--- config.mk ---
export PLATFORM = sky130hd
export DESIGN_NAME = nnsa_back
export DESIGN_NICKNAME = d
export VERILOG_FILES = /design/src/sv/nnsa_pkg.sv /design/src/sv/nnsa_back.sv
export SDC_FILE = /design/constraint.sdc
export NUM_CORES = 1
export LEC_CHECK = 0
export ABC_CLOCK_PERIOD_IN_PS = 6100
export BUFFER_PORTS_ARGS = -buffer_cell sky130_fd_sc_hd__buf_2
export CAP_MARGIN = 0
export CORE_ASPECT_RATIO = 0.7
export CORE_MARGIN = 1.5
export CORE_UTILIZATION = 47
export CTS_BUF_LIST = sky130_fd_sc_hd__clkbuf_2
export DETAILED_ROUTE_END_ITERATION = 10
export GPL_TIMING_DRIVEN = 0
export PLACE_DENSITY = 0.68
export SYNTH_ARGS = -nofsm -noshare
export SYNTH_HDL_FRONTEND = slang
export SYNTH_SLANG_ARGS = --single-unit
--- constraint.sdc ---
create_clock -name clk -period 6.1 [get_ports clk]
set_input_delay 0.61 -clock clk [delete_from_list [all_inputs] [get_ports clk]]
set_output_delay 0.61 -clock clk [all_outputs]
set_load 0.1 [all_outputs]
--- src/sv/nnsa_pkg.sv ---
// shared widths, register codes, reset values and stage control type
package nnsa_pkg;

  // fixed field widths
  localparam int COORD_W     = 12;
  localparam int DIM_REG_W   = 13;
  localparam int BPP_W       = 2;
  localparam int OFFSET_W    = 26;
  localparam int CFG_INDEX_W = 3;

  // default largest image dimension
  localparam int DEF_MAX_DIM = 4096;

  // register reset values
  localparam int RESET_SRC_WIDTH  = 640;
  localparam int RESET_SRC_HEIGHT = 480;
  localparam int RESET_DST_WIDTH  = 640;
  localparam int RESET_DST_HEIGHT = 480;

  // bytes per pixel code for gray, every other code means three bytes
  localparam logic [BPP_W-1:0] BPP_GRAY = 2'd1;

  // configuration register indexes
  typedef enum logic [CFG_INDEX_W-1:0] {
    REG_SRC_WIDTH  = 3'd0,
    REG_SRC_HEIGHT = 3'd1,
    REG_DST_WIDTH  = 3'd2,
    REG_DST_HEIGHT = 3'd3,
    REG_BPP        = 3'd4
  } cfg_reg_e;

  // control that travels with each beat through the pipeline
  typedef struct packed {
    logic valid;
    logic over_col;
    logic over_row;
  } stage_ctl_t;

endpackage

--- src/sv/nnsa_back.sv ---
// last three stages: clamp, row times width, add column, scale by bytes per pixel
module nnsa_back
  import nnsa_pkg::*;
#(
  parameter int DIM_W = 13,
  parameter int QUO_W = 12
) (
  input  logic                clk,
  input  logic                rst,
  input  logic [2:0]          en,
  input  stage_ctl_t          ctl_in,
  input  logic [QUO_W-1:0]    q_col,
  input  logic [QUO_W-1:0]    q_row,
  input  logic [DIM_W-1:0]    src_w,
  input  logic [DIM_W-1:0]    src_h,
  input  logic                one_byte,
  output logic [2:0]          valid,
  output logic [COORD_W-1:0]  src_col,
  output logic [COORD_W-1:0]  src_row,
  output logic [OFFSET_W-1:0] byte_offset
);

  localparam int MW = QUO_W + DIM_W;

  logic [QUO_W-1:0]    col_clamped;
  logic [QUO_W-1:0]    row_clamped;
  logic [MW-1:0]       line_prod;
  logic [QUO_W-1:0]    col1;
  logic [QUO_W-1:0]    row1;
  logic [OFFSET_W-1:0] prod1;
  logic [QUO_W-1:0]    col2;
  logic [QUO_W-1:0]    row2;
  logic [OFFSET_W-1:0] sum2;

  // clamp to the last source column and row
  always_comb begin
    col_clamped = ctl_in.over_col ? QUO_W'(src_w - DIM_W'(1)) : q_col;
    row_clamped = ctl_in.over_row ? QUO_W'(src_h - DIM_W'(1)) : q_row;
    line_prod   = MW'(row_clamped) * MW'(src_w);
  end

  // stage valids
  always_ff @(posedge clk) begin
    if (rst) begin
      valid <= '0;
    end else begin
      if (en[0]) begin
        valid[0] <= ctl_in.valid;
      end
      if (en[1]) begin
        valid[1] <= valid[0];
      end
      if (en[2]) begin
        valid[2] <= valid[1];
      end
    end
  end

  // row start offset in pixels
  always_ff @(posedge clk) begin
    if (en[0]) begin
      col1  <= col_clamped;
      row1  <= row_clamped;
      prod1 <= OFFSET_W'(line_prod);
    end
  end

  // pixel index
  always_ff @(posedge clk) begin
    if (en[1]) begin
      col2 <= col1;
      row2 <= row1;
      sum2 <= prod1 + OFFSET_W'(col1);
    end
  end

  // output register, byte offset
  always_ff @(posedge clk) begin
    if (en[2]) begin
      src_col     <= COORD_W'(col2);
      src_row     <= COORD_W'(row2);
      byte_offset <= one_byte ? sum2 : sum2 + {sum2[OFFSET_W-2:0], 1'b0};
    end
  end

endmodule

# --- Yosys cells after proc, flatten, opt, wreduce, memory -nomap -nowiden ---
# Index checks and enable logic that the tools add are counted.
op_classes:
  n_mul: 1
  bitwise_logic: 0
  n_eq_ne: 0
  shift: 0
  magnitude_cmp: 0
  n_addsub: 4
  div: 0
  mux: 3
  reduce_logical: 0
ops:
  columns: ["cell", "count"]
  rows:
  - ["adder 25 x 12 -> 26 bit", 1]
  - ["adder 26 bit", 1]
  - ["2-to-1 mux 26 bit", 1]
  - ["multiplier 12 x 13 -> 25 bit", 1]
  - ["2-to-1 mux 12 bit", 2]
  - ["subtractor 12 x 1 -> 12 bit, second input constant", 2]
totals:
  latchBits: 0
  ram_bits: 0
  elab_cells: 20
  mem_count: 0
  mem_bits_ro: 0
  ff_bits: 152
  input_bits: 59

# --- Longest topological paths before layout ---
depth:
  depth_word: 3
  depth_mapped: 27

# --- Least setup slack after synthesis ---
# Ideal clock, no wire load.
synth_timing:
  kind: "input-to-reg"
  from: "input port src_h[2]"
  to: "register prod1[24], data pin"
  setup_ns: 0.260
  setup_slack_ns: -0.453
  path_stages: 25
  n_path_buf: 1
  arrival_time_ns: 6.293
  path_cell_list: "or3_1 > nor2_1 > nand2_1 > nor3_1 > xnor2_1 > a21oi_2 > buf_4 > and2_1 > fa_1 > inv_1 > fa_1 > fa_1 > inv_1 > fa_1 > inv_1 > fa_1 > inv_1 > ha_1 > o21ai_0 > nor2_1 > and3_1 > o31ai_1 > o21ai_0 > a21oi_1 > xnor2_1"
synth_via:
  elab_chain_cells: 3
synth_rtl:
  columns: ["item", "line", "rtl"]
  rows:
  - ["from (decl)", "nnsa_back.sv:15", "input logic [DIM_W-1:0] src_h,"]
  - ["subtractor 12 x 1 -> 12 bit", "nnsa_back.sv:38", "row_clamped = ctl_in.over_row ? QUO_W'(src_h - DIM_W'(1)) : q_row;"]
  - ["2-to-1 mux 12 bit", "nnsa_back.sv:38", null]
  - ["named net row_clamped[11]", "nnsa_back.sv:26", "logic [QUO_W-1:0] row_clamped;"]
  - ["multiplier 12 x 13 -> 25 bit", "nnsa_back.sv:39", "line_prod = MW'(row_clamped) * MW'(src_w);"]
  - ["named net line_prod[24]", "nnsa_back.sv:27", "logic [MW-1:0] line_prod;"]
  - ["to (signal assigned)", "nnsa_back.sv:64", "prod1 <= OFFSET_W'(line_prod);"]
  - ["to (decl)", "nnsa_back.sv:30", "logic [OFFSET_W-1:0] prod1;"]
# The timed path passes the listed nets, and every way through them passes these cells.
# A chain may end at the register's enable or synchronous reset.

# --- Worst setup path after layout ---
# Same ends and word-level chain as after synthesis.

==> run metrics <==
starting density of the core 48.1%; die width 197 microns; outcome finished clean; Sw Share 49.4%; post-layout min period 5.93 ns; sequential fraction of the synthesis area 36.5%; initial DRC count 654; pin count of the biggest net entering global routing 52; Leakage 6.25 nW; Power Total 8.20 mW; initial antenna violation count 1; GRT Overall Usage 22.3%; Final Hold Slack 0.153 ns; post-route setup slack 0.169 ns; GP Congestion 0.889; number of synthesized register bits 152; core area 25800 sq um; # DRC 0; power per standard cell area 588 nW/um^2; VDD IR max 0.459 mV; Slew HR 14.7%; Mapped Cells 1197; Area Growth Syn to Fin 12.2%; Comb power frac 69.9%; fin nets 1606; Post-synth EDFFs 149; vias in the first global route 8808; final cell count without fillers 1704; routed len/inst 16.8 microns; Sink Count 152; post-route antenna net violation count 0; Worst setup EP type flop; post-route setup TNS 0 ns; Syn Area/Cell 10.4 sq um; clock network power share 8.0%; data required time of the worst path 6.69 ns; Layout Skew 0.0383 ns; # setup viols final 0; grt total ovfl 0; hpwl dp 22.3 mm; Crit path arrival time 6.52 ns; RSZ-0062 raised after global routing yes; max frequency 169 MHz; Synth Net Count 1469; number of distinct library cells after synthesis 58; Post-Route WL 28.6 mm; Max-Cap Viols 0; PortBufs 108; Startpoint Class input pin; register area 4530 sq um; CP Max Fanout 6; period utilization 97.2%; Reg power frac 22.1%; clk buf depth 2; CP Class in2reg; fraction of layout cells with a size suffix above 1 14.2%; CTS tree yes; internal power 4.15 mW; max-slew violations 0; die height 139 microns; FP Rows 49; die area 27400 sq um; Synth async-reset ratio 0%; Clock transition at path regs 0.24 ns; TritonCTS buffer count 17; Yosys Warn Count 0; HP Class in2reg; Syn Std Cell Area 12400 sq um; via count 8892; Worst Max-Slew Pin Slew 1.28 ns; first-pass iteration count of the detailed router 5; first-pass GRT wire length 46.7 mm; cell chosen for the clock root clkbuf_2; # IOs 112; main flop type after synthesis edfxtp_1; drt via density 5.22; Placed Cells 1662; pre-CTS WS -1.18 ns; Final Hold Vio Count 0; fill count 2307; number of H-tree levels 4; most frequent cells in the layout inv_1, nand2_1, edfxtp_1; commonest non-fill, non-tap cell in the layout inv_1; clk_lat worst skew 0.78 ns; total net switching power 4.05 mW; multi-input logic area 7210 sq um
[layout make-up]
cell class	instances	area share, %
Multi-Input combinational cell	832	51.7
Sequential cell	152	32.5
Inverter	174	4.69
Timing Repair Buffer	118	4.54
Tap cell	357	3.20
Buffer	39	1.35
Clock inverter	14	1.33
Clock buffer	17	0.610
Antenna cell	1	0.0180
[power by group through the flow]
stage	logic (mW)	registers, mW	clock network (mW)
finish	5.73	1.81	0.658
floorplan	3.85	2.39	0
detailed placement	5.55	1.84	0
CTS	5.60	1.82	0.677
global placement	5.46	1.84	0
global route	6.41	1.85	0.715
[sequential cells by signal, indices dropped and copies added (netlist names)]
signal and count:
col2 12, sum2 26, valid 3, src_col 12
row1 12, src_row 12, prod1 25, col1 12
byte_offset 26, row2 12
[logic make-up after synthesis]
family | share of synthesized area, %
buffers and inverters | 6.58
adders and majority gates | 28.2
xor gates and xnor gates | 5.57
muxes | 0.755
DFF | 36.5
AOI/OAI and AO/OA | 9.35
and+or+nand+nor | 13.0
[worst max-delay path: stages]
cell and delay (ns):
buf_2 0.12, or3_1 0.38, nor2_1 0.15, nand2_1 0.13
xor2_1 0.19, a21oi_4 0.30, buf_8 0.18, nand2_1 0.08
fa_1 0.57, inv_1 0.06, fa_1 0.56, fa_1 0.44
fa_1 0.49, inv_1 0.05, fa_1 0.50, inv_1 0.07
ha_4 0.24, a21o_1 0.17, nor3_1 0.13, nand3_1 0.14
and3_4 0.24, o31ai_4 0.23, o21ai_1 0.11, a21oi_1 0.16
xnor2_1 0.19
[cell usage after synthesis (all sizes together) (27+ instances only)]
master  number  area (sq um)
nor2        60           225
a21oi       57           300
o21ai       47           235
edfxtp     149          4470
inv        174           653
clkbuf      30           113
ha         101          1260
and2        56           350
xnor2       52           455
fa         112          2240
xor2        27           236
nand2      158           593
[metrics by stage]
stage / instance area (sq um) / utilization, %
6_report: 13900 / 54.0
5_1_grt: 13900 / 54.0
4_1_cts: 13800 / 53.5
3_5_place_dp: 13500 / 52.3
3_3_place_gp: 13500 / 52.3
2_1_floorplan: 12500 / -
[repair_timing]
item | in CTS | in global routing
hold buffers | 2 | 0
pin swaps | 1 | 9
endpoints found under the setup margin | 9 | 9
buffers inserted | 0 | 8
endpoints found under the hold margin | 3 | 0
gates resized for setup | 6 | 15
[routing by layer]
metal	vias to the layer above	wire, microns	track usage (%)
met2	297	11700	32.3
met3	32	2540	5.71
met4	0	389	4.98
li1	4262	-	-
met5	-	0	0
met1	4301	14000	33.4
[path summary, 6_finish.rpt]
kind	start	end	slack, ns	depth (start not counted)
setup / recovery	src_h[2]	prod1[24]	0.17	25
hold / removal	q_col[0]	col1[0]	0.15	2
setup reg to reg	sum2[6]	byte_offset[21]	2.96	9
hold reg to reg	row1[2]	row2[2]	0.43	0
(Power assumes the default switching activity.)
