==> src/sv/nnsa_pkg.sv <==
// shared widths, register codes, reset values and stage control type
package nnsa_pkg;

  // fixed field widths
  localparam int COORD_W     = 12;
  localparam int DIM_REG_W   = 13;
  localparam int BPP_W       = 2;
  localparam int OFFSET_W    = 26;
  localparam int CFG_INDEX_W = 3;

  // default largest image dimension
  localparam int DEF_MAX_DIM = 4096;

  // register reset values
  localparam int RESET_SRC_WIDTH  = 640;
  localparam int RESET_SRC_HEIGHT = 480;
  localparam int RESET_DST_WIDTH  = 640;
  localparam int RESET_DST_HEIGHT = 480;

  // bytes per pixel code for gray, every other code means three bytes
  localparam logic [BPP_W-1:0] BPP_GRAY = 2'd1;

  // configuration register indexes
  typedef enum logic [CFG_INDEX_W-1:0] {
    REG_SRC_WIDTH  = 3'd0,
    REG_SRC_HEIGHT = 3'd1,
    REG_DST_WIDTH  = 3'd2,
    REG_DST_HEIGHT = 3'd3,
    REG_BPP        = 3'd4
  } cfg_reg_e;

  // control that travels with each beat through the pipeline
  typedef struct packed {
    logic valid;
    logic over_col;
    logic over_row;
  } stage_ctl_t;

endpackage

==> src/sv/nnsa_div_step.sv <==
// one restoring division step for both lanes, one quotient bit each
module nnsa_div_step
  import nnsa_pkg::*;
#(
  parameter int DIM_W = 13,
  parameter int QUO_W = 12,
  parameter int SHIFT = 0
) (
  input  logic                     clk,
  input  logic                     rst,
  input  logic                     en,
  input  stage_ctl_t               ctl_in,
  input  logic [COORD_W+DIM_W-1:0] rem_col_in,
  input  logic [COORD_W+DIM_W-1:0] rem_row_in,
  input  logic [QUO_W-1:0]         q_col_in,
  input  logic [QUO_W-1:0]         q_row_in,
  input  logic [DIM_W-1:0]         dst_w,
  input  logic [DIM_W-1:0]         dst_h,
  output stage_ctl_t               ctl,
  output logic [COORD_W+DIM_W-1:0] rem_col,
  output logic [COORD_W+DIM_W-1:0] rem_row,
  output logic [QUO_W-1:0]         q_col,
  output logic [QUO_W-1:0]         q_row
);

  localparam int PW = COORD_W + DIM_W;
  localparam int CW = (PW > DIM_W + QUO_W) ? PW : DIM_W + QUO_W;

  logic          valid;
  logic          over_col;
  logic          over_row;
  logic [CW-1:0] div_col;
  logic [CW-1:0] div_row;
  logic          ge_col;
  logic          ge_row;
  logic [PW-1:0] rem_col_next;
  logic [PW-1:0] rem_row_next;

  // compare and subtract the shifted divisor
  always_comb begin
    div_col      = CW'(dst_w) << SHIFT;
    div_row      = CW'(dst_h) << SHIFT;
    ge_col       = CW'(rem_col_in) >= div_col;
    ge_row       = CW'(rem_row_in) >= div_row;
    rem_col_next = ge_col ? PW'(CW'(rem_col_in) - div_col) : rem_col_in;
    rem_row_next = ge_row ? PW'(CW'(rem_row_in) - div_row) : rem_row_in;
  end

  // beat valid
  always_ff @(posedge clk) begin
    if (rst) begin
      valid <= 1'b0;
    end else if (en) begin
      valid <= ctl_in.valid;
    end
  end

  // partial remainders and quotients
  always_ff @(posedge clk) begin
    if (en) begin
      over_col <= ctl_in.over_col;
      over_row <= ctl_in.over_row;
      rem_col  <= rem_col_next;
      rem_row  <= rem_row_next;
      q_col    <= {q_col_in[QUO_W-2:0], ge_col};
      q_row    <= {q_row_in[QUO_W-2:0], ge_row};
    end
  end

  assign ctl = '{valid: valid, over_col: over_col, over_row: over_row};

endmodule

==> config.mk <==
export PLATFORM = sky130hd
export DESIGN_NAME = nnsa_div_step
export DESIGN_NICKNAME = d
export VERILOG_FILES = /design/src/sv/nnsa_pkg.sv /design/src/sv/nnsa_div_step.sv
export SDC_FILE = /design/constraint.sdc
export NUM_CORES = 1
export LEC_CHECK = 0
export ABC_CLOCK_PERIOD_IN_PS = 2900
export BUFFER_PORTS_ARGS = -buffer_cell sky130_fd_sc_hd__buf_2
export CAP_MARGIN = 20
export CORE_UTILIZATION = 45
export DETAILED_ROUTE_END_ITERATION = 10
export PLACE_DENSITY = 0.83
export SETUP_SLACK_MARGIN = 0.02
export SLEW_MARGIN = 20
export SYNTH_ARGS = -nofsm -noshare
export SYNTH_HDL_FRONTEND = slang
export SYNTH_SLANG_ARGS = --single-unit
==> constraint.sdc <==
create_clock -name clk -period 2.9 [get_ports clk]
set_input_delay 0.725 -clock clk [delete_from_list [all_inputs] [get_ports clk]]
set_output_delay 0.725 -clock clk [all_outputs]
set_load 0.02 [all_outputs]
### After elaboration in Yosys (flattened, before gate mapping)

Cells that the tools add are included.

* flip-flop bits (word level): 77
* input bits: 106
* output and inout port bits: 77
* word-level logic and storage cells: 13

* add/subtract/negate cells: 2
* $lt $le $gt $ge: 2
* multiplexer cells: 2

Operators by type and width (number)
* greater-or-equal comparator 25 x 13 -> 1 bit: 2
* two-way mux 25 bit: 2
* subtractor 25 x 13 -> 25 bit: 2

### Longest topological paths before layout

* word-level depth: 2
* gate-level depth with buffers: 12
* gate-level depth less buffers: 9

### Worst setup path before layout

OpenSTA, ideal clock, no wires.

* kind: input port to flip-flop
* from: input port dst_w[12]
* to: register rem_col[6] (data pin)
* library setup time: 0.262 ns
* data arrival time: 2.594 ns
* data required time: 2.638 ns
* slack: 0.044 ns
* stages: 10
* buffers on the path: 3
* cells stage by stage: inv_1 ha_1 buf_2 a21oi_1 nand4_1 a2111oi_2 and3b_1 buf_6 buf_6 mux2_1

* longest elaborated chain between the ends: 2

Ends and longest elaborated chain
* start: declaration: line nnsa_div_step.sv:17 `input logic [DIM_W-1:0] dst_w,`
* greater-or-equal comparator 25 x 13 -> 1 bit: line nnsa_div_step.sv:43 `ge_col = CW'(rem_col_in) >= div_col;`
* two-way mux 25 bit: line nnsa_div_step.sv:45 `rem_col_next = ge_col ? PW'(CW'(rem_col_in) - div_col) : rem_col_in;`
* via rem_col_next[6]: line nnsa_div_step.sv:36 `logic [PW-1:0] rem_col_next;`
* end signal: assignment: line nnsa_div_step.sv:63 `rem_col <= rem_col_next;`
* end: declaration: line nnsa_div_step.sv:20 `output logic [COORD_W+DIM_W-1:0] rem_col,`

The timed path passes the listed nets, and every way through them passes these cells.
A chain may end at the register's enable or synchronous reset.

### Final worst setup path

* from: input port rem_row_in[0]
* to: register rem_row[19] (data pin)

* longest elaborated chain between the ends: 2
* elaborated cells on any way between the ends: 3
* classes of those cells: add/sub: 1; order compare: 1; mux: 1

Ends and longest elaborated chain
* start: declaration: line nnsa_div_step.sv:14 `input logic [COORD_W+DIM_W-1:0] rem_row_in,`
* subtractor 25 x 13 -> 25 bit / greater-or-equal comparator 25 x 13 -> 1 bit (equally long branches): line nnsa_div_step.sv:46, nnsa_div_step.sv:44
* two-way mux 25 bit (*): line nnsa_div_step.sv:46 `rem_row_next = ge_row ? PW'(CW'(rem_row_in) - div_row) : rem_row_in;`
* via rem_row_next[19]: line nnsa_div_step.sv:37 `logic [PW-1:0] rem_row_next;`
* end signal: assignment: line nnsa_div_step.sv:64 `rem_row <= rem_row_next;`
* end: declaration: line nnsa_div_step.sv:21 `output logic [COORD_W+DIM_W-1:0] rem_row,`

Mark *: on every way through the listed nets, which the timed path passes. The rest lies on a longest branch.

==> impl_results.md <==
- Status: finished, final reports clean
- Slew @ Worst Pin: 0.5660 ns
- Total number of yosys warnings: 0
- Commonest non-fill, non-tap cells in the layout: buf_2 (179), buf_4 (76), edfxtp_1 (76), nand2_1 (35), inv_1 (32)
- IO Count: 183
- Compound-cell area share of the yosys netlist: 0.1331
- Largest net degree at the start of global routing: 45
- Largest family of logic cells by synthesized area: simple AND/OR/NAND/NOR gates
- Worst Path Required: 3.01 ns
- Crit. End Element: flop
- Clock Skew: 0 ns
- Synth cell types: 58
- Hold slack final: 0.5121 ns
- Crit path time final: 2.810 ns
- Peak supply drop: 0.2357 mV
- GR Overflow Total: 0
- CTS tree: built
- Fmax: 0.3559 GHz
- Critical Path Fanout Max: 9
- Worst-case clock buffer depth: 2
- Post-synthesis adder-cell area fraction: 0.07760
- Share of cells above drive strength 1: 0.4327
- Average wire per standard cell: 15.08 um
- Die area: 10,880 um^2
- #FFs+latches synth: 77
- Mux contribution to synthesized area: 0.01860
- Root Buffer: clkbuf_8
- Commonest register cell after synthesis: edfxtp_1
- Commonest non-fill, non-tap cell in the layout: buf_2
- Initial antenna violation count: 0
- R2R Path Start: valid
- Slew Limit Fails: 0
- Leakage power: 2.926 nW
- R2R depth: 2
- XOR/XNOR share of the synthesized area: 0.07813
- Synth Instances: 425
- DP HPWL: 9687 um
- Syn_area_per_cell: 11.08 um^2
- Via/cell ratio: 5.236
- Reg-to-reg endpoint: valid
- Pwr Density: 489.4 nW/um^2
- Pre-antenna DRT Iters: 4
- Fraction of registers with async set/reset: 0
- Seq/Total Area, Yosys: 0.4890
- Post-synth EDFFs: 76
- Synth Cell Area: 4708 um^2
- ANT cells: 0
- Setup crit start kind: input pin
- FP Rows: 36
- Final hold viol count: 0
- Slew headroom: 0.6187
- Sinks on Clock Net: 77
- Num CTS Buffers: 9
- Setup crit start: rem_row_in[0]
- Setup violations, final: 0
- Crit path capture: rem_row[19]
- R2R Setup Slk: 2.31 ns
- Via Count: 4,278
- Core area: 9955 um^2
- RSZ-0062 raised after global routing: false
- WP data arrival: 2.92 ns
- Clock transition at path regs: 0.09 ns
- Period utilization: 0.9690
- Postcts setup bufs: 0
- Vias in the first global route: 4,131
- GP Congestion: 0.9374
- Layout area overhead: 37.79%
- I/O Buffers: 180
- DRT Wirelength: 12,320 um
- Setup Crit Path Kind: in -> reg
- Number of remaining DRC errors: 0
- Worst skew pair latency: 0.35 ns
- Worst hold path cell count: 2
- GRT Overall Usage: 0.2265
- Core Util, Final: 0.6517
- Simple-gate area share of the yosys netlist: 0.1552
- Die width: 104.3 um
- Global-route wire length before repair: 19,600 um
- H-tree depth: 3
- Final net count: 813
- Initial Util: 0.4730
- Routed Antenna Nets: 0
- Max Cap Violations: 0
- Min-delay worst type: in -> reg
- Die height: 104.3 um
- Syn nets: 559
- Initial DRC count: 175
==> routing by layer <==
layer | GRT usage | up-vias | wire, um
met2 | 0.4177 | 171 | 6539
met4 | 0.08061 | 0 | 207
met5 | 0 | - | 0
met3 | 0.04010 | 20 | 675
met1 | 0.2604 | 2005 | 4896
li1 | - | 2082 | -
==> per-stage QoR <==
step / setup WS [ns] / area [um^2] / power [mW] / cells / TNS, ns
after floorplan: 0.04393 / 4708 / 1.928 / 425 / 0
after global routing: 0.01544 / 6487 / 3.329 / 817 / 0
after CTS: 0.05370 / 6461 / 3.201 / 816 / 0
final: 0.08988 / 6487 / 3.175 / 817 / 0
after global placement: -0.2605 / 6257 / 2.301 / 800 / -6.827
after detailed placement: -0.3445 / 6257 / 2.331 / 800 / -8.132
==> synthesized netlist by cell type (4+ instances only) <==
master | instances | area [um^2]
xor2_1 | 18 | 157.7
o21ai_0 | 13 | 65.06
a21oi_1 | 29 | 145.1
xnor2_1 | 24 | 210.2
a21o_1 | 6 | 45.04
buf_4 | 6 | 45.04
nor3_1 | 4 | 20.02
nand2b_1 | 6 | 37.54
nor2_1 | 29 | 108.9
ha_1 | 26 | 325.3
edfxtp_1 | 76 | 2282
o211ai_1 | 5 | 37.54
nand3_1 | 14 | 70.07
or3_1 | 5 | 31.28
nand4_1 | 9 | 56.30
nand2_1 | 35 | 131.4
o21ai_2 | 7 | 61.31
buf_2 | 5 | 25.02
inv_1 | 32 | 120.1
mux2_1 | 5 | 56.30
nor4_1 | 7 | 43.79
o21a_1 | 6 | 45.04
==> how the worst min path moves through the flow <==
stage | from | end
after floorplan | valid | valid
after global placement | valid | valid
after detailed placement | valid | valid
after CTS | rst | valid
after global routing | rst | valid
final | rst | valid
==> final cells by class <==
class	instances	area, um^2
clock buffer	9	123.9
clock inverter	7	80.08
fill	809	3467
inverter	33	123.9
multi-input combinational	302	2205
sequential	77	2302
tap	133	166.4
timing repair buffer	256	1486
==> flip-flops by register name (all words and copies together) (netlist names) <==
register,flops
rem_row,25
rem_col,25
q_col,12
q_row,12
over_col,1
over_row,1
valid,1
==> power breakdown <==
part | internal [mW] | switching, mW | leakage [nW] | total (mW)
logic | 0.392 | 0.524 | 2.07 | 0.916
registers | 1.37 | 0.0287 | 0.753 | 1.40
clock network | 0.411 | 0.448 | 0.103 | 0.859
==> cells by family (layout without fill, tap and decap cells) <==
logic type | after synthesis | count (layout)
flip-flops | 77 | 77
AO/OA/AOI/OAI | 92 | 93
AND/OR/NAND/NOR | 131 | 131
multiplexers | 8 | 8
XOR/XNOR | 42 | 42
adder cells (fa/ha/maj) | 28 | 28
buffers and inverters | 47 | 305
==> repair_timing <==
action	CTS	global route
hold buffers	0	0
gates resized for setup	0	4
setup endpoints to repair	0	22
==> critical path, stage by stage <==
cell and delay, ns:
buf_2 0.09, inv_1 0.04, ha_1 0.28, or3b_1 0.36, or4_1 0.50, o21ai_2 0.20, a311o_1 0.39, nand4_1 0.17
xnor2_1 0.16
Power figures use the tool's default switching activity.
