--- config.mk ---
export PLATFORM = sky130hd
export DESIGN_NAME = nnsa_front
export DESIGN_NICKNAME = d
export VERILOG_FILES = /design/src/sv/nnsa_pkg.sv /design/src/sv/nnsa_front.sv
export SDC_FILE = /design/constraint.sdc
export NUM_CORES = 1
export LEC_CHECK = 0
export BUFFER_PORTS_ARGS = -buffer_cell sky130_fd_sc_hd__buf_4
export CORE_ASPECT_RATIO = 0.5
export CORE_MARGIN = 8
export CORE_UTILIZATION = 60
export DETAILED_ROUTE_END_ITERATION = 10
export PLACE_DENSITY = 0.91
export RECOVER_POWER = 25
export SLEW_MARGIN = 20
export SYNTH_ARGS = -nofsm -noshare
export SYNTH_HDL_FRONTEND = slang
export SYNTH_SLANG_ARGS = --single-unit
--- constraint.sdc ---
create_clock -name clk -period 9.8 [get_ports clk]
set_clock_uncertainty 0.2 [all_clocks]
set_input_delay 1.47 -clock clk [delete_from_list [all_inputs] [get_ports clk]]
set_output_delay 1.47 -clock clk [all_outputs]
set_load 0.005 [all_outputs]
--- src/sv/nnsa_pkg.sv ---
// shared widths, register codes, reset values and stage control type
package nnsa_pkg;

  // fixed field widths
  localparam int COORD_W     = 12;
  localparam int DIM_REG_W   = 13;
  localparam int BPP_W       = 2;
  localparam int OFFSET_W    = 26;
  localparam int CFG_INDEX_W = 3;

  // default largest image dimension
  localparam int DEF_MAX_DIM = 4096;

  // register reset values
  localparam int RESET_SRC_WIDTH  = 640;
  localparam int RESET_SRC_HEIGHT = 480;
  localparam int RESET_DST_WIDTH  = 640;
  localparam int RESET_DST_HEIGHT = 480;

  // bytes per pixel code for gray, every other code means three bytes
  localparam logic [BPP_W-1:0] BPP_GRAY = 2'd1;

  // configuration register indexes
  typedef enum logic [CFG_INDEX_W-1:0] {
    REG_SRC_WIDTH  = 3'd0,
    REG_SRC_HEIGHT = 3'd1,
    REG_DST_WIDTH  = 3'd2,
    REG_DST_HEIGHT = 3'd3,
    REG_BPP        = 3'd4
  } cfg_reg_e;

  // control that travels with each beat through the pipeline
  typedef struct packed {
    logic valid;
    logic over_col;
    logic over_row;
  } stage_ctl_t;

endpackage

--- src/sv/nnsa_front.sv ---
// first stage: scale coordinates by source size and flag out-of-range coordinates
module nnsa_front
  import nnsa_pkg::*;
#(
  parameter int DIM_W = 13
) (
  input  logic                       clk,
  input  logic                       rst,
  input  logic                       en,
  input  logic                       in_valid,
  input  logic [COORD_W-1:0]         dst_col,
  input  logic [COORD_W-1:0]         dst_row,
  input  logic [DIM_W-1:0]           src_w,
  input  logic [DIM_W-1:0]           src_h,
  input  logic [DIM_W-1:0]           dst_w,
  input  logic [DIM_W-1:0]           dst_h,
  output stage_ctl_t                 ctl,
  output logic [COORD_W+DIM_W-1:0]   rem_col,
  output logic [COORD_W+DIM_W-1:0]   rem_row
);

  localparam int PW = COORD_W + DIM_W;
  localparam int XW = (DIM_W > COORD_W) ? DIM_W : COORD_W;

  logic valid;
  logic over_col;
  logic over_row;

  // beat valid
  always_ff @(posedge clk) begin
    if (rst) begin
      valid <= 1'b0;
    end else if (en) begin
      valid <= in_valid;
    end
  end

  // products and range flags
  always_ff @(posedge clk) begin
    if (en) begin
      rem_col  <= PW'(dst_col) * PW'(src_w);
      rem_row  <= PW'(dst_row) * PW'(src_h);
      over_col <= XW'(dst_col) >= XW'(dst_w);
      over_row <= XW'(dst_row) >= XW'(dst_h);
    end
  end

  assign ctl = '{valid: valid, over_col: over_col, over_row: over_row};

endmodule

=== After elaboration in Yosys (flattened, before gate mapping) ===
Cells that the tools add are included.

* Bits in registers: 53
* Input port bits: 80
* Output and inout bits: 53
* Logic and storage cells: 9

* Multipliers: 2
* $lt $le $gt $ge: 2

{| class="wikitable"
|+ Operators by type and width
! kind !! number
|-
| $mul 12x13->25 || 2
|-
| $ge 12x13->1 || 2
|}

=== Depth between registers and ports, before layout ===
Gate-level depths: netlist (run 1).

* Depth in word-level cells: 1
* Depth in mapped cells: 19

=== Least setup slack after synthesis (run 1) ===
Ideal clock, no wire load.

* Path type: input-to-reg
* Start point: in src_h[9]
* End point: reg rem_row[23] (data pin)
* Arrival time: 5.921 ns
* Required time: 9.341 ns
* Setup slack: 3.420 ns
* Stages on the path: 17
* Path buffers: 1
* Cells stage by stage: clkbuf_1 -> nand2_1 -> fa_1 -> fa_1 -> inv_1 -> fa_1 -> fa_1 -> inv_1 -> fa_1 -> inv_1 -> ha_1 -> a211oi_1 -> o2111ai_1 -> nand3_1 -> o21ai_1 -> o2111a_1 -> a211o_1

* Cells in the longest elaborated chain, start to end: 1

{| class="wikitable"
|+ RTL lines
! item !! line !! source
|-
| start, declared || nnsa_front.sv:14 || <nowiki>input logic [DIM_W-1:0] src_h,</nowiki>
|-
| $mul 12x13->25 || nnsa_front.sv:42 || <nowiki>rem_row <= PW'(dst_row) * PW'(src_h);</nowiki>
|-
| end signal, assigned || nnsa_front.sv:42 ||
|-
| end, declared || nnsa_front.sv:19 || <nowiki>output logic [COORD_W+DIM_W-1:0] rem_row</nowiki>
|}

Every way passes these cells.
A chain may end at the register's enable or synchronous reset.

=== Worst setup path in the final report (run 1) ===
* Start point: in src_h[5]
* End point: reg rem_row[23] (data pin)

The elaborated chain is that of the path after synthesis.

==> results.txt, run 1 <==
result of the run - finished with violations
violations in the final reports - capacitance limit, slew limit
sequential standard cell area - 0.00158 mm²
parity-gate share of the synthesized area counting xor and xnor cells - 2.31%
share of synthesized registers carrying an async set or reset - 0%
multiplexer share of the synthesized area - 0.0799%
Critical Path Most Common Cell - sky130_fd_sc_hd__fa_1
DRC violation count after routing - 0
highest-count cells in the layout ignoring fill and taps - sky130_fd_sc_hd__inv_1, sky130_fd_sc_hd__nand2_1, sky130_fd_sc_hd__fa_1
startpoint type of the worst setup path - primary input
Post-synth top flop - sky130_fd_sc_hd__edfxtp_1
row cnt - 37
summed negative setup slack over all endpoints - 0 ns
cts-stage hold buffer count - 0
via-per-instance ratio - 5.51
fmax - 156 MHz
worst hold path stage count - 2
post-synth design cell area - 0.0125 mm²
Die Wd - 220 µm
# Max-Cap Violations - 1
pin count of the biggest net entering global routing - 54
Filler Cells Inserted - 1597
height of the chip - 118 µm
number of antenna violations at the first check in global routing - 0
register bit total from synthesis - 53
Global Route met3 Usage - 3.51%
I/O pins - 133
First-pass DRT Iterations - 5
placed cell areas - 0.0136 mm²
Synth Area in Simple Gates - 15.8%
final period demand of the worst path - 6.41 ns
TritonCTS clock tree - yes
Yosys warnings - 0
worst max-slew margin expressed relative to the limit - -116%
count of final hold-check violations - 0
number of nets produced by synthesis - 1837
P per Cell Area - 291 mW/mm²
vias in the first global route - 10400
Critical Path RT - 9.67 ns
clock root buffer master - sky130_fd_sc_hd__clkbuf_16
Iter 0 DRT Violations - 622
compound-cell area share of the yosys netlist - 7.53%
final worst hold slack - 0.307 ns
Max rail drop VDD - 0.218 mV
period utilisation layout - 65.4%
grt met2 use - 42.6%
largest family of logic cells by synthesized area - adder cells
wire length of the first global-routing pass - 49400 µm
minimum setup slack among reg-to-reg paths - 8.96 ns
aggregate global-route resource usage - 23.2%
fin. max-slew vios - 54
total non-filler cell area in the finished layout - 0.0138 mm²
count of final setup violators - 0
RePlAce Congestion - 0.919
# port buffers - 132
setup repair after global routing missed its margin - false
Resized cells post-CTS - 0
sequential cell area fraction in the yosys report - 12.6%
leakage power - 7.24 nW
half-perimeter wire length after detailed placement - 24100 µm
crit-path cells - buf_4 > and2_1 > fa_1 > inv_1 > fa_1 > inv_1 > fa_1 > fa_1 > inv_1 > fa_1 > inv_1 > ha_1 > a211oi_1 > o2111ai_1 > nand3_1 > o21ai_1 > o2111a_1 > a211o_1
area delta synth->final - 10.3%
largest fanout on the critical path - 12
Clk pin slew, worst setup/hold paths - 0.07 ns
Clock Tree Buf Depth - 2
ranking of synthesized cells by area - sky130_fd_sc_hd__fa_1, sky130_fd_sc_hd__ha_1, sky130_fd_sc_hd__edfxtp_1
destination of the worst register-to-register timing path - valid$_SDFFE_PP0P_
core box area - 0.0205 mm²
cell accounting for the most synthesized area - sky130_fd_sc_hd__fa_1
Yosys top cell area share - 35.2%
worst hold path endpoint - valid$_SDFFE_PP0P_
share of cells above drive strength 1 - 10.3%
Routed wire per std cell - 16.8 µm
multi-input logic area - 0.00950 mm²
Mapped Avg Cell Area - 9.03 µm²
start-to-end type of the worst setup path - primary input to register
kind of end point of the critical path - register
total setup buffers inserted after CTS - 0
worst endpoint data arrival time - 6.28 ns
Total Die Area - 0.0260 mm²
Cell variety after synth - 55
number of buffers created by CTS - 5
adder and majority cell fraction of the synthesized area - 50.1%
remaining global-route overflow - 0
slew of the pin with the lowest slew margin - 3.24 ns
met1 Use GR - 27.5%
count of flip-flops with a built-in enable after synthesis - 52
Antenna Diode Count - 0
count of mapped cells out of synthesis - 1387
TritonCTS Sinks - 53
latest clock arrival within the worst-skew pair - 0.31 ns
R2R depth - 2
total power after layout - 4.02 mW
busiest metal layer after global routing - met2
cell type of the slowest stage on the worst timing path - sky130_fd_sc_hd__fa_1
post-layout net count - 1920
effective utilization at floorplan - 61.1%
Clock H-tree levels - 2
DRT antenna net count - 0
worst hold path class - register to register
via count - 9607
worst reg2reg path startpoint - valid$_SDFFE_PP0P_
longest individual stage delay on the worst path - 0.53 ns
leading cell type in the layout, fill and taps excluded - sky130_fd_sc_hd__inv_1
sum of routed wire length over all layers - 29300 µm
start point of the worst hold path - valid$_SDFFE_PP0P_
-- where the power goes --
| group | internal [mW] | total, mW | leakage, nW | switching [mW] |
|---|---|---|---|---|
| Sequential | 0.500 | 0.529 | 0.516 | 0.0286 |
| Clock | 0.147 | 0.246 | 0.0938 | 0.0999 |
| Combinational | 1.40 | 3.25 | 6.63 | 1.85 |
-- synthesized netlist by cell type (all sizes together) (14+ instances only) --
cell type / count
a21o: 19
a21oi: 33
and2: 118
clkbuf: 52
edfxtp: 52
fa: 220
ha: 150
inv: 324
nand2: 222
nand3: 14
nor2: 26
o21ai: 21
xnor2: 25
-- per-stage QoR --
stage | setup slack (ns) | utilization (%) | cells
floorplan | 3.42 | - | 1387
global placement | 3.26 | 66.5 | 1736
detailed placement | 3.09 | 66.5 | 1736
CTS | 3.42 | 67.4 | 1744
global route | 3.14 | 67.4 | 1744
finish | 3.39 | 67.4 | 1744
-- how the worst max path moves through the flow --
stage / start / to / slack, ns
final: src_h[5] / rem_row[23]$_DFFE_PP_ / 3.39
after global placement: src_h[5] / rem_row[23]$_DFFE_PP_ / 3.26
after detailed placement: src_h[5] / rem_row[23]$_DFFE_PP_ / 3.09
after CTS: src_h[5] / rem_row[23]$_DFFE_PP_ / 3.42
after global routing: dst_row[3] / rem_row[23]$_DFFE_PP_ / 3.14
after floorplan: src_h[9] / rem_row[23]$_DFFE_PP_ / 3.42
-- cell families after synthesis --
family,count (synthesis)
buffers and inverters,380
xor gates and xnor gates,33
muxes,1
DFF,53
and+or+nand+nor,419
adders and majority gates,370
AOI/OAI and AO/OA,131
-- state kept, by name, indices dropped and copies added, names as in the netlist --
name	count
rem_col	25
rem_row	25
over_row	1
valid	1
over_col	1
-- metal layers --
layer / routed length (µm) / vias up
met4: 681 / 0
met1: 11300 / 4786
met5: 0 / -
met2: 15500 / 356
met3: 1760 / 61
li1: - / 4404
-- worst max-delay path: cells and delay by family --
| family | cells | cell delay [ns] |
|---|---|---|
| buf+inv | 5 | 0.35 |
| simple gates | 2 | 0.38 |
| fa+ha+maj | 6 | 2.76 |
| compound gates | 5 | 1.30 |
-- cell type report --
cell class	count	area share [%]
clock buffer	5	0.906
clock inverter	3	0.471
inverter	324	8.80
multi-input combinational	954	68.8
sequential	53	11.4
tap	273	2.47
timing repair buffer	132	7.09
Power figures use the tool's default switching activity.
==> run 2: changes to the inputs <==
--- a/config.mk
+++ b/config.mk
@@ -8,9 +8,9 @@
 export BUFFER_PORTS_ARGS = -buffer_cell sky130_fd_sc_hd__buf_4
 export CORE_ASPECT_RATIO = 0.5
 export CORE_MARGIN = 8
-export CORE_UTILIZATION = 60
+export CORE_UTILIZATION = 56
 export DETAILED_ROUTE_END_ITERATION = 10
-export PLACE_DENSITY = 0.91
+export PLACE_DENSITY = 0.9
 export RECOVER_POWER = 25
 export SLEW_MARGIN = 20
 export SYNTH_ARGS = -nofsm -noshare
==> constraint.sdc (replaced) <==
create_clock -name clk -period 5.22 [get_ports clk]
set_clock_uncertainty 0.2 [all_clocks]
set_input_delay 0.783 -clock clk [delete_from_list [all_inputs] [get_ports clk]]
set_output_delay 0.783 -clock clk [all_outputs]
set_load 0.005 [all_outputs]
==> run 2 against run 1 <==
Compared with the run above:
- the run ends with capacitance limit, slew limit, setup timing left
- highest routed layer unchanged
- largest cell class unchanged
- first-iteration DRC count increased by 26%
- sequential share of layout area decreased by 1.7 points
- cell count increased by 12%
- final area increased by 17%
- global-route usage increased by 2.5 points
- worst setup slack got worse by 3.6 ns
==> results.txt, run 2 (synthesized netlist as in run 1, its figures left out) <==
wire length of the first global-routing pass - 57100 µm
Die Wd - 227 µm
half-perimeter wire length after detailed placement - 27500 µm
worst max-slew margin expressed relative to the limit - -135%
sum of routed wire length over all layers - 36400 µm
share of cells above drive strength 1 - 28.4%
multi-input logic area - 0.0102 mm²
latest clock arrival within the worst-skew pair - 0.32 ns
post-layout net count - 2104
kind of end point of the critical path - register
Finished Core Util - 74.0%
worst hold path class - register to register
share of power burned in registers - 8.9%
leading cell type in the layout, fill and taps excluded - sky130_fd_sc_hd__inv_1
period utilisation layout - 103%
uppermost layer routed - met4
cts-stage hold buffer count - 0
TritonCTS Sinks - 53
via-per-instance ratio - 5.53
startpoint type of the worst setup path - primary input
Clock Tree Buf Depth - 2
placed cell areas - 0.0151 mm²
remaining global-route overflow - 0
area delta synth->final - 28.9%
Total Die Area - 0.0277 mm²
Routed wire per std cell - 18.6 µm
count of final hold-check violations - 0
# port buffers - 132
TritonCTS clock tree - yes
met3 routed WL - 2540 µm
Clk pin slew, worst setup/hold paths - 0.10 ns
I/O pins - 133
setup repair after global routing missed its margin - true
portion of total power attributed to the clock network - 3.4%
total non-filler cell area in the finished layout - 0.0161 mm²
switching part of the total - 46.7%
final period demand of the worst path - 5.38 ns
RePlAce Congestion - 0.908
Metal-1 WL - 13100 µm
crit path setup slack, layout - -0.164 ns
summed negative setup slack over all endpoints - -0.997 ns
leakage power - 8.29 nW
Gate power share - 87.7%
slew of the pin with the lowest slew margin - 3.52 ns
length of routed met2 wiring - 18800 µm
DP Worst Slack - -0.534 ns
total power after layout - 11.3 mW
height of the chip - 122 µm
row cnt - 38
Iter 0 DRT Violations - 785
start-to-end type of the worst setup path - primary input to register
sequential standard cell area - 0.00158 mm²
effective utilization at floorplan - 57.4%
Clock H-tree levels - 2
violations in the final reports - capacitance limit, slew limit, setup timing
number of antenna violations at the first check in global routing - 0
count of final setup violators - 14
# Max-Cap Violations - 1
largest registers - rem_col: 25 flops, rem_row: 25 flops
highest-count cells in the layout ignoring fill and taps - sky130_fd_sc_hd__inv_1, sky130_fd_sc_hd__buf_4, sky130_fd_sc_hd__nand2_1
First-pass DRT Iterations - 7
DRT antenna net count - 0
Max rail drop VDD - 0.534 mV
vias in the first global route - 12000
P per Cell Area - 697 mW/mm²
Internal Power - 5.99 mW
fin. max-slew vios - 54
worst endpoint data arrival time - 5.35 ns
switching power summed over all nets - 5.26 mW
core box area - 0.0218 mm²
fmax - 186 MHz
total instance count after detailed placement - 1932
largest fanout on the critical path - 4
clock root buffer master - sky130_fd_sc_hd__clkbuf_16
post-route insts no fill - 1955
Antenna Diode Count - 0
Filler Cells Inserted - 1317
via count - 10800
DRC violation count after routing - 0
aggregate global-route resource usage - 25.7%
final worst hold slack - 0.304 ns
pin count of the biggest net entering global routing - 54
Critical Path RT - 5.18 ns
number of buffers created by CTS - 5
result of the run - finished with violations
==> run 2: power by group through the flow <==
stage	registers, mW	clock network (mW)	logic [mW]
after floorplan	1.01	0	4.93
after global placement	1.00	0	7.64
after detailed placement	1.01	0	7.92
after CTS	1.00	0.393	8.70
after global routing	1.01	0.405	10.8
final	0.998	0.386	9.87
==> run 2: what timing repair did <==
| action | 4_1_cts | 5_1_grt |
|---|---|---|
| setup buffers | 7 | 10 |
| resized for setup | 72 | 124 |
| endpoints found under the setup margin | 17 | 23 |
| pin swaps | 59 | 90 |
==> run 2: metal layers <==
layer	GRT usage, %	vias up
li1	-	4780
met1	28.6	5294
met2	48.6	556
met3	3.91	187
met4	11.2	0
met5	0	-
==> run 2: area by class of cell <==
type,count,area share [%]
Clock buffer,6,0.798
Clock inverter,2,0.0930
Inverter,324,7.53
Multi-Input combinational cell,954,63.3
Sequential cell,53,9.80
Tap cell,300,2.33
Timing Repair Buffer,316,16.2
==> run 2: path summary, 6_finish.rpt <==
check	depth (start not counted)	slack, ns	startpoint	to
max	17	-0.16	src_w[9]	rem_col[21]$_DFFE_PP_
min	2	0.30	valid$_SDFFE_PP0P_	valid$_SDFFE_PP0P_
max reg2reg	2	4.38	valid$_SDFFE_PP0P_	valid$_SDFFE_PP0P_
min reg2reg	2	0.30	valid$_SDFFE_PP0P_	valid$_SDFFE_PP0P_
==> run 2: worst max-delay path, cell delays in order <==
cell and delay, ns:
sky130_fd_sc_hd__buf_4 0.14, sky130_fd_sc_hd__and2_4 0.14, sky130_fd_sc_hd__fa_1 0.56, sky130_fd_sc_hd__inv_2 0.05, sky130_fd_sc_hd__fa_1 0.56, sky130_fd_sc_hd__inv_2 0.05
sky130_fd_sc_hd__fa_1 0.47, sky130_fd_sc_hd__fa_1 0.53, sky130_fd_sc_hd__inv_1 0.06, sky130_fd_sc_hd__fa_1 0.56, sky130_fd_sc_hd__inv_2 0.06, sky130_fd_sc_hd__ha_4 0.27
sky130_fd_sc_hd__nand3_4 0.06, sky130_fd_sc_hd__or3_4 0.42, sky130_fd_sc_hd__a211oi_4 0.29, sky130_fd_sc_hd__o21ai_4 0.10, sky130_fd_sc_hd__o311ai_2 0.23
